==> src/sv/rmsedf_pkg.sv <==
// ----------------------------------------------------------------------------
// rmsedf_pkg
// Shared types and constants of the RMS / EDF tick scheduler.
// ----------------------------------------------------------------------------
package rmsedf_pkg;

  localparam int NUM_TASKS_DEF = 8;
  localparam int MAX_TASKS     = 8;
  localparam int TIME_W        = 32;
  localparam int BYTE_W        = 8;
  localparam int TASK_W        = 4;
  localparam int CNT_CFG_W     = 4;
  localparam int WORD_CFG_W    = 64;
  localparam int CFG_IDX_W     = 2;
  localparam int CFG_DATA_W    = 64;

  typedef logic [CFG_IDX_W-1:0] cfg_idx_t;

  localparam cfg_idx_t REG_POLICY_MODE = 2'd0;
  localparam cfg_idx_t REG_TASK_COUNT  = 2'd1;
  localparam cfg_idx_t REG_PERIODS     = 2'd2;
  localparam cfg_idx_t REG_EXEC_TIMES  = 2'd3;

  localparam logic                  MODE_RMS     = 1'b0;
  localparam logic                  MODE_EDF     = 1'b1;
  localparam logic [CNT_CFG_W-1:0]  COUNT_RST    = 4'd1;
  localparam logic [WORD_CFG_W-1:0] PERIODS_RST  = 64'h0101_0101_0101_0101;
  localparam logic [WORD_CFG_W-1:0] EXEC_RST     = 64'h0;
  localparam logic [TASK_W-1:0]     TASK_IDLE    = 4'd0;

  typedef enum logic [1:0] {
    ST_IDLE,
    ST_CLEAR,
    ST_SCAN,
    ST_OUT
  } state_t;

  typedef struct packed {
    logic start;
    logic clear;
    logic step;
    logic load_out;
  } dp_cmd_t;

  typedef struct packed {
    logic scan_last;
    logic out_free;
  } dp_stat_t;

endpackage

==> src/sv/rmsedf_if.sv <==
// ----------------------------------------------------------------------------
// rmsedf channel interfaces
// Tick input, schedule result and configuration write channels.
// ----------------------------------------------------------------------------
interface rmsedf_in_if;
  logic valid;
  logic ready;
  logic restart;

  modport source (output valid, output restart, input ready);
  modport sink   (input valid, input restart, output ready);
endinterface

interface rmsedf_out_if;
  import rmsedf_pkg::*;
  logic              valid;
  logic              ready;
  logic [TASK_W-1:0] running_task;
  logic [TIME_W-1:0] tick_time;

  modport source (output valid, output running_task, output tick_time, input ready);
  modport sink   (input valid, input running_task, input tick_time, output ready);
endinterface

interface rmsedf_cfg_if;
  import rmsedf_pkg::*;
  logic                  valid;
  logic                  ready;
  logic [CFG_IDX_W-1:0]  index;
  logic [CFG_DATA_W-1:0] data;

  modport source (output valid, output index, output data, input ready);
  modport sink   (input valid, input index, input data, output ready);
endinterface

==> src/sv/rmsedf_ctrl.sv <==
// ----------------------------------------------------------------------------
// rmsedf_ctrl
// Sequencer: accept a tick, optional clear, walk the tasks, emit the word.
// ----------------------------------------------------------------------------
module rmsedf_ctrl (
  input  logic                 clk,
  input  logic                 rst_n,
  input  logic                 in_valid,
  output logic                 in_ready,
  input  rmsedf_pkg::dp_stat_t stat,
  output rmsedf_pkg::dp_cmd_t  cmd
);
  import rmsedf_pkg::*;

  state_t state_r;
  state_t state_nxt;

  always_ff @(posedge clk) begin
    if (!rst_n) begin
      state_r <= ST_IDLE;
    end else begin
      state_r <= state_nxt;
    end
  end

  always_comb begin
    state_nxt = state_r;
    in_ready  = 1'b0;
    cmd       = '0;
    unique case (state_r)
      ST_IDLE: begin
        in_ready = 1'b1;
        if (in_valid) begin
          cmd.start = 1'b1;
          state_nxt = ST_CLEAR;
        end
      end
      ST_CLEAR: begin
        cmd.clear = 1'b1;
        state_nxt = ST_SCAN;
      end
      ST_SCAN: begin
        cmd.step = 1'b1;
        if (stat.scan_last) begin
          state_nxt = ST_OUT;
        end
      end
      ST_OUT: begin
        if (stat.out_free) begin
          cmd.load_out = 1'b1;
          state_nxt    = ST_IDLE;
        end
      end
      default: state_nxt = ST_IDLE;
    endcase
  end

endmodule

==> src/sv/rmsedf_dp.sv <==
// ----------------------------------------------------------------------------
// rmsedf_dp
// Config registers, per-task state, one-task-per-cycle selection, result reg.
// ----------------------------------------------------------------------------
module rmsedf_dp #(
  parameter int NUM_TASKS = rmsedf_pkg::NUM_TASKS_DEF
) (
  input  logic                                clk,
  input  logic                                rst_n,
  input  logic                                in_restart,
  input  logic                                cfg_valid,
  input  logic [rmsedf_pkg::CFG_IDX_W-1:0]    cfg_index,
  input  logic [rmsedf_pkg::CFG_DATA_W-1:0]   cfg_data,
  input  rmsedf_pkg::dp_cmd_t                 cmd,
  output rmsedf_pkg::dp_stat_t                stat,
  output logic                                out_valid,
  input  logic                                out_ready,
  output logic [rmsedf_pkg::TASK_W-1:0]       out_running_task,
  output logic [rmsedf_pkg::TIME_W-1:0]       out_tick_time
);
  import rmsedf_pkg::*;

  localparam int TIDX_W = (NUM_TASKS > 1) ? $clog2(NUM_TASKS) : 1;
  localparam int CNT_W  = $clog2(NUM_TASKS + 1);

  // configuration
  logic                  mode_r;
  logic [CNT_CFG_W-1:0]  count_r;
  logic [WORD_CFG_W-1:0] periods_r;
  logic [WORD_CFG_W-1:0] exec_r;

  // per-task state
  logic [BYTE_W-1:0] budget_r   [NUM_TASKS];
  logic [TIME_W-1:0] release_r  [NUM_TASKS];
  logic [TIME_W-1:0] deadline_r [NUM_TASKS];
  logic [TIME_W-1:0] time_r;

  // scan state
  logic              restart_r;
  logic [CNT_W-1:0]  idx_r;
  logic              found_r;
  logic [TIME_W-1:0] best_r;
  logic [TIDX_W-1:0] chosen_r;
  logic [BYTE_W-1:0] chosen_bud_r;

  // result register
  logic              out_valid_r;
  logic [TASK_W-1:0] out_task_r;
  logic [TIME_W-1:0] out_time_r;

  logic [CNT_W-1:0]  n_eff;
  logic [TIDX_W-1:0] ti;
  logic              active;
  logic [BYTE_W-1:0] per;
  logic              hit;
  logic [BYTE_W-1:0] bud_nxt;
  logic [TIME_W-1:0] dl_nxt;
  logic [TIME_W-1:0] rel_nxt;
  logic [TIME_W-1:0] key;
  logic              better;

  always_comb begin
    if (count_r > CNT_CFG_W'(NUM_TASKS)) begin
      n_eff = CNT_W'(NUM_TASKS);
    end else begin
      n_eff = CNT_W'(count_r);
    end
  end

  assign ti      = idx_r[TIDX_W-1:0];
  assign active  = (idx_r < n_eff);
  assign per     = periods_r[BYTE_W*ti +: BYTE_W];
  assign hit     = (release_r[ti] == time_r);
  assign bud_nxt = hit ? exec_r[BYTE_W*ti +: BYTE_W] : budget_r[ti];
  assign dl_nxt  = (hit && mode_r == MODE_EDF) ? time_r + TIME_W'(per) : deadline_r[ti];
  assign rel_nxt = hit ? release_r[ti] + TIME_W'(per) : release_r[ti];
  assign key     = (mode_r == MODE_EDF) ? dl_nxt : TIME_W'(per);
  assign better  = (bud_nxt != '0) && (!found_r || key < best_r);

  assign stat.scan_last = ({1'b0, idx_r} + 1'b1) >= {1'b0, n_eff};
  assign stat.out_free  = !out_valid_r || out_ready;

  // configuration writes
  always_ff @(posedge clk) begin
    if (!rst_n) begin
      mode_r    <= MODE_RMS;
      count_r   <= COUNT_RST;
      periods_r <= PERIODS_RST;
      exec_r    <= EXEC_RST;
    end else if (cfg_valid) begin
      unique case (cfg_index)
        REG_POLICY_MODE: mode_r    <= cfg_data[0];
        REG_TASK_COUNT:  count_r   <= cfg_data[CNT_CFG_W-1:0];
        REG_PERIODS:     periods_r <= cfg_data[WORD_CFG_W-1:0];
        REG_EXEC_TIMES:  exec_r    <= cfg_data[WORD_CFG_W-1:0];
        default: ;
      endcase
    end
  end

  // task state and time
  always_ff @(posedge clk) begin
    if (!rst_n) begin
      time_r <= '0;
      for (int i = 0; i < NUM_TASKS; i++) begin
        budget_r[i]   <= '0;
        release_r[i]  <= '0;
        deadline_r[i] <= TIME_W'(PERIODS_RST[BYTE_W*i +: BYTE_W]);
      end
    end else begin
      if (cmd.clear && restart_r) begin
        time_r <= '0;
        for (int i = 0; i < NUM_TASKS; i++) begin
          budget_r[i]   <= '0;
          release_r[i]  <= '0;
          deadline_r[i] <= TIME_W'(periods_r[BYTE_W*i +: BYTE_W]);
        end
      end
      if (cmd.step && active) begin
        budget_r[ti]   <= bud_nxt;
        release_r[ti]  <= rel_nxt;
        deadline_r[ti] <= dl_nxt;
      end
      if (cmd.load_out) begin
        time_r <= time_r + 1'b1;
        if (found_r) begin
          budget_r[chosen_r] <= chosen_bud_r - 1'b1;
        end
      end
    end
  end

  // scan bookkeeping
  always_ff @(posedge clk) begin
    if (!rst_n) begin
      restart_r <= 1'b0;
      idx_r     <= '0;
      found_r   <= 1'b0;
    end else if (cmd.start) begin
      restart_r <= in_restart;
      idx_r     <= '0;
      found_r   <= 1'b0;
    end else if (cmd.step) begin
      if (!stat.scan_last) begin
        idx_r <= idx_r + 1'b1;
      end
      if (active && better) begin
        found_r <= 1'b1;
      end
    end
  end

  always_ff @(posedge clk) begin
    if (cmd.step && active && better) begin
      best_r       <= key;
      chosen_r     <= ti;
      chosen_bud_r <= bud_nxt;
    end
  end

  // result register
  always_ff @(posedge clk) begin
    if (!rst_n) begin
      out_valid_r <= 1'b0;
    end else if (cmd.load_out) begin
      out_valid_r <= 1'b1;
    end else if (out_ready) begin
      out_valid_r <= 1'b0;
    end
  end

  always_ff @(posedge clk) begin
    if (cmd.load_out) begin
      out_task_r <= found_r ? TASK_W'(chosen_r) + 1'b1 : TASK_IDLE;
      out_time_r <= time_r;
    end
  end

  assign out_valid        = out_valid_r;
  assign out_running_task = out_task_r;
  assign out_tick_time    = out_time_r;

endmodule

==> src/sv/rms_edf_tick_scheduler.sv <==
// ----------------------------------------------------------------------------
// rms_edf_tick_scheduler
// Periodic task scheduler, rate monotonic or earliest deadline first,
// advanced one time tick per input word.
//
//   channel  dir  carries
//   in_ch    in   restart
//   out_ch   out  running_task, tick_time
//   cfg_ch   in   index, data (policy_mode, task_count, periods, exec times)
//
// a tick passes from accept to result register through the accept, the clear slot,
// the selection walk over the tasks in use (always at least one step),
// then the commit that loads the result register
// the walk runs a single compare unit over the task entries in turn
// a pending result does not block the next accept; the commit waits for it
// rst_n is synchronous; it loads the register defaults and clears the state
// ----------------------------------------------------------------------------
module rms_edf_tick_scheduler #(
  parameter int NUM_TASKS = rmsedf_pkg::NUM_TASKS_DEF
) (
  input logic          clk,
  input logic          rst_n,
  rmsedf_in_if.sink    in_ch,
  rmsedf_out_if.source out_ch,
  rmsedf_cfg_if.sink   cfg_ch
);
  import rmsedf_pkg::*;

  dp_cmd_t  cmd;
  dp_stat_t stat;

  assign cfg_ch.ready = 1'b1;

  rmsedf_ctrl u_ctrl (
    .clk      (clk),
    .rst_n    (rst_n),
    .in_valid (in_ch.valid),
    .in_ready (in_ch.ready),
    .stat     (stat),
    .cmd      (cmd)
  );

  rmsedf_dp #(
    .NUM_TASKS (NUM_TASKS)
  ) u_dp (
    .clk              (clk),
    .rst_n            (rst_n),
    .in_restart       (in_ch.restart),
    .cfg_valid        (cfg_ch.valid),
    .cfg_index        (cfg_ch.index),
    .cfg_data         (cfg_ch.data),
    .cmd              (cmd),
    .stat             (stat),
    .out_valid        (out_ch.valid),
    .out_ready        (out_ch.ready),
    .out_running_task (out_ch.running_task),
    .out_tick_time    (out_ch.tick_time)
  );

endmodule

==> src/flat_wrapper.sv <==
// flat-port wrapper written by rule: the top's interface ports become plain ports
module rms_edf_tick_scheduler_flat import rmsedf_pkg::*;
#(
  parameter int NUM_TASKS = rmsedf_pkg::NUM_TASKS_DEF
)
  (clk, rst_n, in_ch_valid, in_ch_restart, in_ch_ready, out_ch_valid, out_ch_running_task, out_ch_tick_time, out_ch_ready, cfg_ch_valid, cfg_ch_index, cfg_ch_data, cfg_ch_ready);
  rmsedf_in_if in_ch_i ();
  rmsedf_out_if out_ch_i ();
  rmsedf_cfg_if cfg_ch_i ();
  input logic clk;
  input logic rst_n;
  input wire logic [$bits(in_ch_i.valid)-1:0] in_ch_valid;
  input wire logic [$bits(in_ch_i.restart)-1:0] in_ch_restart;
  output wire logic [$bits(in_ch_i.ready)-1:0] in_ch_ready;
  output wire logic [$bits(out_ch_i.valid)-1:0] out_ch_valid;
  output wire logic [$bits(out_ch_i.running_task)-1:0] out_ch_running_task;
  output wire logic [$bits(out_ch_i.tick_time)-1:0] out_ch_tick_time;
  input wire logic [$bits(out_ch_i.ready)-1:0] out_ch_ready;
  input wire logic [$bits(cfg_ch_i.valid)-1:0] cfg_ch_valid;
  input wire logic [$bits(cfg_ch_i.index)-1:0] cfg_ch_index;
  input wire logic [$bits(cfg_ch_i.data)-1:0] cfg_ch_data;
  output wire logic [$bits(cfg_ch_i.ready)-1:0] cfg_ch_ready;
  assign in_ch_i.valid = in_ch_valid;
  assign in_ch_i.restart = in_ch_restart;
  assign in_ch_ready = in_ch_i.ready;
  assign out_ch_valid = out_ch_i.valid;
  assign out_ch_running_task = out_ch_i.running_task;
  assign out_ch_tick_time = out_ch_i.tick_time;
  assign out_ch_i.ready = out_ch_ready;
  assign cfg_ch_i.valid = cfg_ch_valid;
  assign cfg_ch_i.index = cfg_ch_index;
  assign cfg_ch_i.data = cfg_ch_data;
  assign cfg_ch_ready = cfg_ch_i.ready;
  rms_edf_tick_scheduler #(.NUM_TASKS(NUM_TASKS)) u_core (.clk(clk), .rst_n(rst_n), .in_ch(in_ch_i), .out_ch(out_ch_i), .cfg_ch(cfg_ch_i));
endmodule
==> config.mk <==
export PLATFORM = sky130hd
export DESIGN_NAME = rms_edf_tick_scheduler_flat
export DESIGN_NICKNAME = d
export VERILOG_FILES = /design/src/sv/rmsedf_pkg.sv /design/src/sv/rmsedf_if.sv /design/src/sv/rmsedf_ctrl.sv /design/src/sv/rmsedf_dp.sv /design/src/sv/rms_edf_tick_scheduler.sv /design/src/flat_wrapper.sv
export SDC_FILE = /design/constraint.sdc
export NUM_CORES = 1
export LEC_CHECK = 0
export BUFFER_PORTS_ARGS = -buffer_cell sky130_fd_sc_hd__buf_4
export CAP_MARGIN = 25
export CORE_MARGIN = 4
export CORE_UTILIZATION = 55
export CTS_BUF_LIST = sky130_fd_sc_hd__clkbuf_8 sky130_fd_sc_hd__clkbuf_16
export DETAILED_ROUTE_END_ITERATION = 10
export MAX_ROUTING_LAYER = met4
export PLACE_DENSITY = 0.82
export RECOVER_POWER = 25
export SLEW_MARGIN = 40
export SYNTH_ARGS = -nofsm -noshare
export SYNTH_HDL_FRONTEND = slang
export SYNTH_SLANG_ARGS = --single-unit
==> constraint.sdc <==
create_clock -name clk -period 11.7 [get_ports clk]
set_clock_uncertainty 0.2 [all_clocks]
set_input_delay 2.34 -clock clk [delete_from_list [all_inputs] [get_ports clk]]
set_output_delay 2.34 -clock clk [all_outputs]
set_load 0.005 [all_outputs]
# --- Word level (Yosys, flattened, before mapping) ---
# Memories as Yosys holds them, arrays and structs flattened. A register that Yosys moved wholly into a read port is not among the register bits.
# Cells that the tools add are included.
op_classes:
  addsub: 7
  bitwise_logic: 26
  n_lt_le_gt_ge: 4
  eq_ne: 10
  muxes: 73
  reduce_logical: 27
  n_shift: 2
ops:
  columns: ["op", "n"]
  rows:
  - ["32-bit two-way mux", 23]
  - ["64-bit by 7-bit variable part select with 8-bit output", 2]
  - ["8-bit two-way mux", 11]
  - ["32-bit by 8-bit adder with 32-bit output", 2]
  - ["32-bit OR reduction", 2]
  - ["32-bit by 1-bit adder with 32-bit output, second input constant", 1]
  - ["32-bit == test", 1]
  - ["32-bit < comparator", 1]
  - ["3-bit two-way mux", 10]
  - ["1-bit two-way mux", 24]
  - ["1-bit bitwise OR", 24]
  - ["8-bit OR reduction", 2]
  - ["2-bit AND reduction", 6]
  - ["2-bit == test, second input constant", 4]
  - ["2-bit case mux with 4 select lines", 1]
  - ["8-bit nonzero test", 1]
  - ["8-bit by 1-bit subtractor with 8-bit output, second input constant", 1]
  - ["1-bit logical AND", 6]
  - ["2-bit two-way mux", 3]
  - ["4-bit by 1-bit adder with 5-bit output, second input constant", 1]
  - ["5-bit by 4-bit >= comparator with 1-bit output", 1]
  - ["3-bit by 1-bit adder with 4-bit output, second input constant", 1]
  - ["4-bit by 1-bit adder with 4-bit output, second input constant", 1]
  - ["2-bit by 1-bit == test with 1-bit output, second input constant", 2]
  - ["12 further kinds", 18]
word_totals:
  in_bits: 72
  n_memories: 3
  out_inout_bits: 39
  elab_cells: 167
  ramBits: 576
  register_bits: 253
mem_list:
  columns: ["memory", "words", "word_bits", "rd", "rd_clocked_by_memory_dff", "write_ports", "line", "source"]
  rows:
  - ["u_core.u_dp.deadline_r", 8, 32, 1, 1, 8, "rmsedf_dp.sv:35", "logic [TIME_W-1:0] deadline_r [NUM_TASKS];"]
  - ["u_core.u_dp.release_r", 8, 32, 1, 1, 8, "rmsedf_dp.sv:34", "logic [TIME_W-1:0] release_r [NUM_TASKS];"]
  - ["u_core.u_dp.budget_r", 8, 8, 1, 1, 8, "rmsedf_dp.sv:33", "logic [BYTE_W-1:0] budget_r [NUM_TASKS];"]

# --- Depth between registers and ports, before layout ---
logic_depth:
  depth_word: 10
  ltp_mapped: 28
  ltp_nobuf: 26

# --- Modules after synthesis ---
# A second synthesis with hierarchy kept.
unflattened:
  cells_unflattened: 3340
  hier_area_um2: 39628.0
modules_own_cells:
  columns: ["mod", "n_inst", "area_each_um2", "cells_per_inst", "seq_area_each_um2"]
  rows:
  - ["rmsedf_dp", 1, 39426.6, 3317, 23172.2]
  - ["rmsedf_ctrl", 1, 190.2, 21, 40.0]
  - ["rms_edf_tick_scheduler", 1, 11.3, 2, 0.0]

# --- Least setup slack after synthesis ---
# OpenSTA, ideal clock, no wires.
synth_path:
  kind: "register to register"
  startpoint: "register u_core.u_dp.idx_r[0]"
  endpoint: "register u_core.u_dp.best_r[0] (enable)"
  period_less_slack_ns: 9.551
  stages_incl_launch_ff: 25
  arrival_time_ns: 8.855
  required_time_ns: 11.003
  slack_ns: 2.149
  n_path_buf: 2
  cell_sequence: "dfxtp_1 > clkbuf_1 > inv_1 > nor3_1 > clkbuf_1 > a22oi_1 > nand4_1 > inv_1 > fa_1 > nor2b_1 > o21ai_0 > a21boi_0 > o21ai_0 > a2111oi_0 > nand3_1 > xnor2_1 > mux2i_1 > nor2_1 > ha_1 > o21ai_0 > nand2b_1 > a21oi_1 > o21ai_0 > a221o_1 > nor3_1"
synth_between:
  elab_chain_len: 8
synth_lines:
  columns: ["element", "line", "source"]
  rows:
  - ["start, declared", "rmsedf_dp.sv:40", "logic [CNT_W-1:0] idx_r;"]
  - ["start signal, assigned", "rmsedf_dp.sv:145", "idx_r <= idx_r + 1'b1;"]
  - ["64-bit by 7-bit variable part select with 8-bit output", "rmsedf_dp.sv:72", "assign per = periods_r[BYTE_W*ti +: BYTE_W];"]
  - ["32-bit by 8-bit adder with 32-bit output", "rmsedf_dp.sv:75", "assign dl_nxt = (hit && mode_r == MODE_EDF) ? time_r + TIME_W'(per) : deadline_r[ti];"]
  - ["32-bit two-way mux", "rmsedf_dp.sv:75", null]
  - ["32-bit two-way mux", "rmsedf_dp.sv:77", "assign key = (mode_r == MODE_EDF) ? dl_nxt : TIME_W'(per);"]
  - ["net u_core.u_dp.key[20]", "rmsedf_dp.sv:59", "logic [TIME_W-1:0] key;"]
  - ["32-bit < comparator", "rmsedf_dp.sv:78", "assign better = (bud_nxt != '0) && (!found_r || key < best_r);"]
  - ["1-bit logical OR", "rmsedf_dp.sv:78", null]
  - ["1-bit logical AND", "rmsedf_dp.sv:78", null]
  - ["1-bit logical AND", "rmsedf_dp.sv:154", "if (cmd.step && active && better) begin"]
  - ["end signal, assigned", "rmsedf_dp.sv:155", "best_r <= key;"]
  - ["end, declared", "rmsedf_dp.sv:42", "logic [TIME_W-1:0] best_r;"]
# The timed path passes the listed nets, and every way through them passes these cells.
# A chain may end at the register's enable or synchronous reset.

==> flow_summary_export.csv <==
group,metric,value,unit
yosys,syn_inst,3335,
die,die_w,275,µm
placed_design,dp_hpwl,69700,µm
yosys,synth_top_area_share,0.503,
sta,setup_viol,0,
min_path,min_path_type,"reg -> reg",
clock_network,cts_sinks,832,
grt,grt_pass1_vias,28379,
sta,fmax,102,MHz
grt,grt.overflow.total,0,
critical_path,critPathSlowestCell,"clkinvlp_2",
critical_path,critPathTopFamily,"buffers and inverters",
clock_network,clk_pin_slew_worst_paths,60,ps
grt,grt_pass1_wl,171000,µm
die,core_area,70300,µm²
critical_path,cp_common_cell,"clkbuf_1",
critical_path,cp_max_fo,53,
layout,postLayoutCoreUtil,0.617,
drt,route.detailed.drc,0,
drt,viasPerCell,6.63,
sta,hold_slack,255,ps
layout,multi_input_area,14900,µm²
sta,slew_headroom,-2.06,
flow_run,drv_cap,9,
drt,antenna_left,0,
power,ir_worst_vdd,0.126,mV
critical_path,path_buf_inv,4,
layout,regArea,23200,µm²
clock_network,clockRootBuffer,"clkbuf_16",
grt,grt_max_degree,111,
drt,first_pass_iters,9,
clock_network,cts_tree,"built",
critical_path,cp.arrival,9870,ps
clock_network,post_cts.repair.setup_buffers,0,
yosys,synth_most_common_cell,"edfxtp_1",
die,row_count,97,
layout,final_cells,4371,
placed_design,io_buffers,109,
sta,rsz0062_at_grt,"false",
sta,fin_tns_setup,0,ps
drt,vias,28962,
drt,dr.first_iter.drc_count,4514,
yosys,synth_nets,3472,
sta,hold_violations,0,
grt,antenna_found_initial,3,
clock_network,insertion_delay,670,ps
placed_design,gp_congestion,0.919,
clock_network,cts_buffers,83,
yosys,synth_area_per_cell,11.7,µm²
yosys,yosys_warnings,0,
critical_path,critPathMaxStageDelay,2450,ps
critical_path,crit_path_start_kind,"input pin",
yosys,synth-edff-count,655,
status,status,"finished with violations",
yosys,ys_top_cells_by_count,"655 x edfxtp_1, 505 x nor2_1, 383 x nand2_1",
sta,worst_slew_pin_slew,4580,ps
layout,layout-area-overhead-vs-synth,11.0,%
drt,wirelength,114000,µm
yosys,synth_area,39100,µm²
yosys,ys_ff_latch,832,
status,failed_checks,"max-capacitance violations, max-slew violations",
yosys,ys_seq_area_frac,0.594,
clock_network,holdBufCountCts,0,
clock_network,htreeDepth,3,
yosys,async_reset_ff_frac,0,
power,power.density,163,nW/µm²
drt,wl_per_cell,26.0,µm
placed_design,place_inst,4212,
die,num_io_pins,111,
sta,maxSlewViolCount,368,
critical_path,critical_path_class,"in -> reg",
layout,design_area,43400,µm²
yosys,ys_types,74,
layout,drive_above_1_share,0.149,
sta,period_share,0.835,
die,die_h,275,µm
clock_network,cts.path.max_buffers,3,
die,initial_core_util,0.556,
critical_path,crit_chain,"clkbuf_1 -> clkinvlp_2 -> a21oi_1 -> clkbuf_1 -> nand2_1 -> buf_4",
placed_design,dpl_cell_area,40800,µm²
sta,finalCriticalPeriod,9760,ps
yosys,synth_flop_cell,"edfxtp_1",
critical_path,required,11800,ps
layout,nNetsFinal,3495,
clock_network,cts_resized,0,
yosys,yosysTopAreaCell,"edfxtp_1",
layout,n_fill_cell,5170,
yosys,yosys-top-cells-area,"edfxtp_1 50%, dfxtp_1 9.1%, mux4_2 7.1%, nor2_1 4.9%, nand2_1 3.7%",
power,leakagePower,15.2,nW
critical_path,cp-end-kind,"flop",
grt,grt_usage,0.307,
die,dieArea,75400,µm²
==> flip-flops by register name, summed over array words and instances, names as in the netlist, 8 cells and up, named ones only <==
signal and cells:
u_core.u_dp.release_r 256, u_core.u_dp.time_r 32, u_core.u_dp.deadline_r 256, u_core.u_dp.exec_r 64
u_core.u_dp.budget_r 64, u_core.u_dp.chosen_bud_r 8, u_core.u_dp.out_tick_time 32, u_core.u_dp.periods_r 64
u_core.u_dp.best_r 32
==> cell usage in the layout (no fill, tap or decap), types with 18 or more instances in the layout <==
cell type    n
mux2i_1     98
nor3b_1     36
nor2b_1     18
ha_1        63
and3_1      22
xnor2_1     42
xor2_1      45
buf_4      116
nand4_1     25
inv_1       86
nor2_1     501
edfxtp_1   655
dfxtp_1    174
a22oi_1     68
mux2_2      50
nor3_1     102
or2_2       18
nand2_1    372
a21oi_1    201
nand3_1    121
clkbuf_4    33
clkbuf_16   84
mux4_2     124
o21ai_0     89
==> path summary, 6_finish.rpt <==
path                                                 to                               start  slack [ps]  cells past startpoint
max reg2reg            u_core.u_dp.best_r[24]$_DFFE_PP_                                flop        3210                     23
min                  u_core.u_dp.exec_r[0]$_SDFFE_PN0P_  u_core.u_dp.exec_r[0]$_SDFFE_PN0P_         260                      2
max          u_core.u_dp.release_r[3][12]$_SDFFCE_PN0P_                               rst_n        1940                      6
min reg2reg          u_core.u_dp.exec_r[0]$_SDFFE_PN0P_  u_core.u_dp.exec_r[0]$_SDFFE_PN0P_         260                      2
==> per-stage QoR <==
stage / total power, W / setup WS [ps]
after detailed placement: 0.00453 / 3440
after global placement: 0.00449 / 3370
after CTS: 0.00703 / 3380
final: 0.00706 / 1940
after global routing: 0.00726 / 1790
after floorplan: 0.00417 / 2150
==> final cells by class <==
type	instances	share of cell area
sequential	832	0.536
timing repair buffer	164	0.0278
clock inverter	66	0.0101
clock buffer	88	0.0498
tap	940	0.0271
antenna	4	0.000231
multi-input combinational	2217	0.344
inverter	60	0.00522
==> cells by family after synthesis <==
group / count (synthesis) / synth area share
simple gates: 1315 / 0.150
xor+xnor: 87 / 0.0195
flops: 832 / 0.594
other cells: 1 / 0.0000960
fa+ha+maj: 65 / 0.0212
mux: 279 / 0.113
compound gates: 470 / 0.0729
buf+inv: 286 / 0.0293
==> worst min-delay path, stage by stage, from the launching register on <==
cell	delay (ps)
dfxtp_1	310
nand2_1	50
a21oi_1	50
==> where the power goes <==
part | internal [W] | switching [W] | total [W] | leakage (nW)
Combinational | 0.000293 | 0.000635 | 0.000927 | 5.70
Clock | 0.00140 | 0.00115 | 0.00255 | 1.38
Sequential | 0.00348 | 0.000100 | 0.00358 | 8.11
Total | 0.00517 | 0.00188 | 0.00706 | 15.2
==> per-layer routing <==
layer	share of wire	vias up	routed length (µm)	global-route usage
li1	-	12220	-	-
met1	0.35	13910	40200	0.402
met2	0.46	2338	52400	0.468
met3	0.13	494	15000	0.0649
met4	0.053	0	6060	0.139
met5	0	-	0	-
Note: power is estimated with default switching activity, not from simulation.
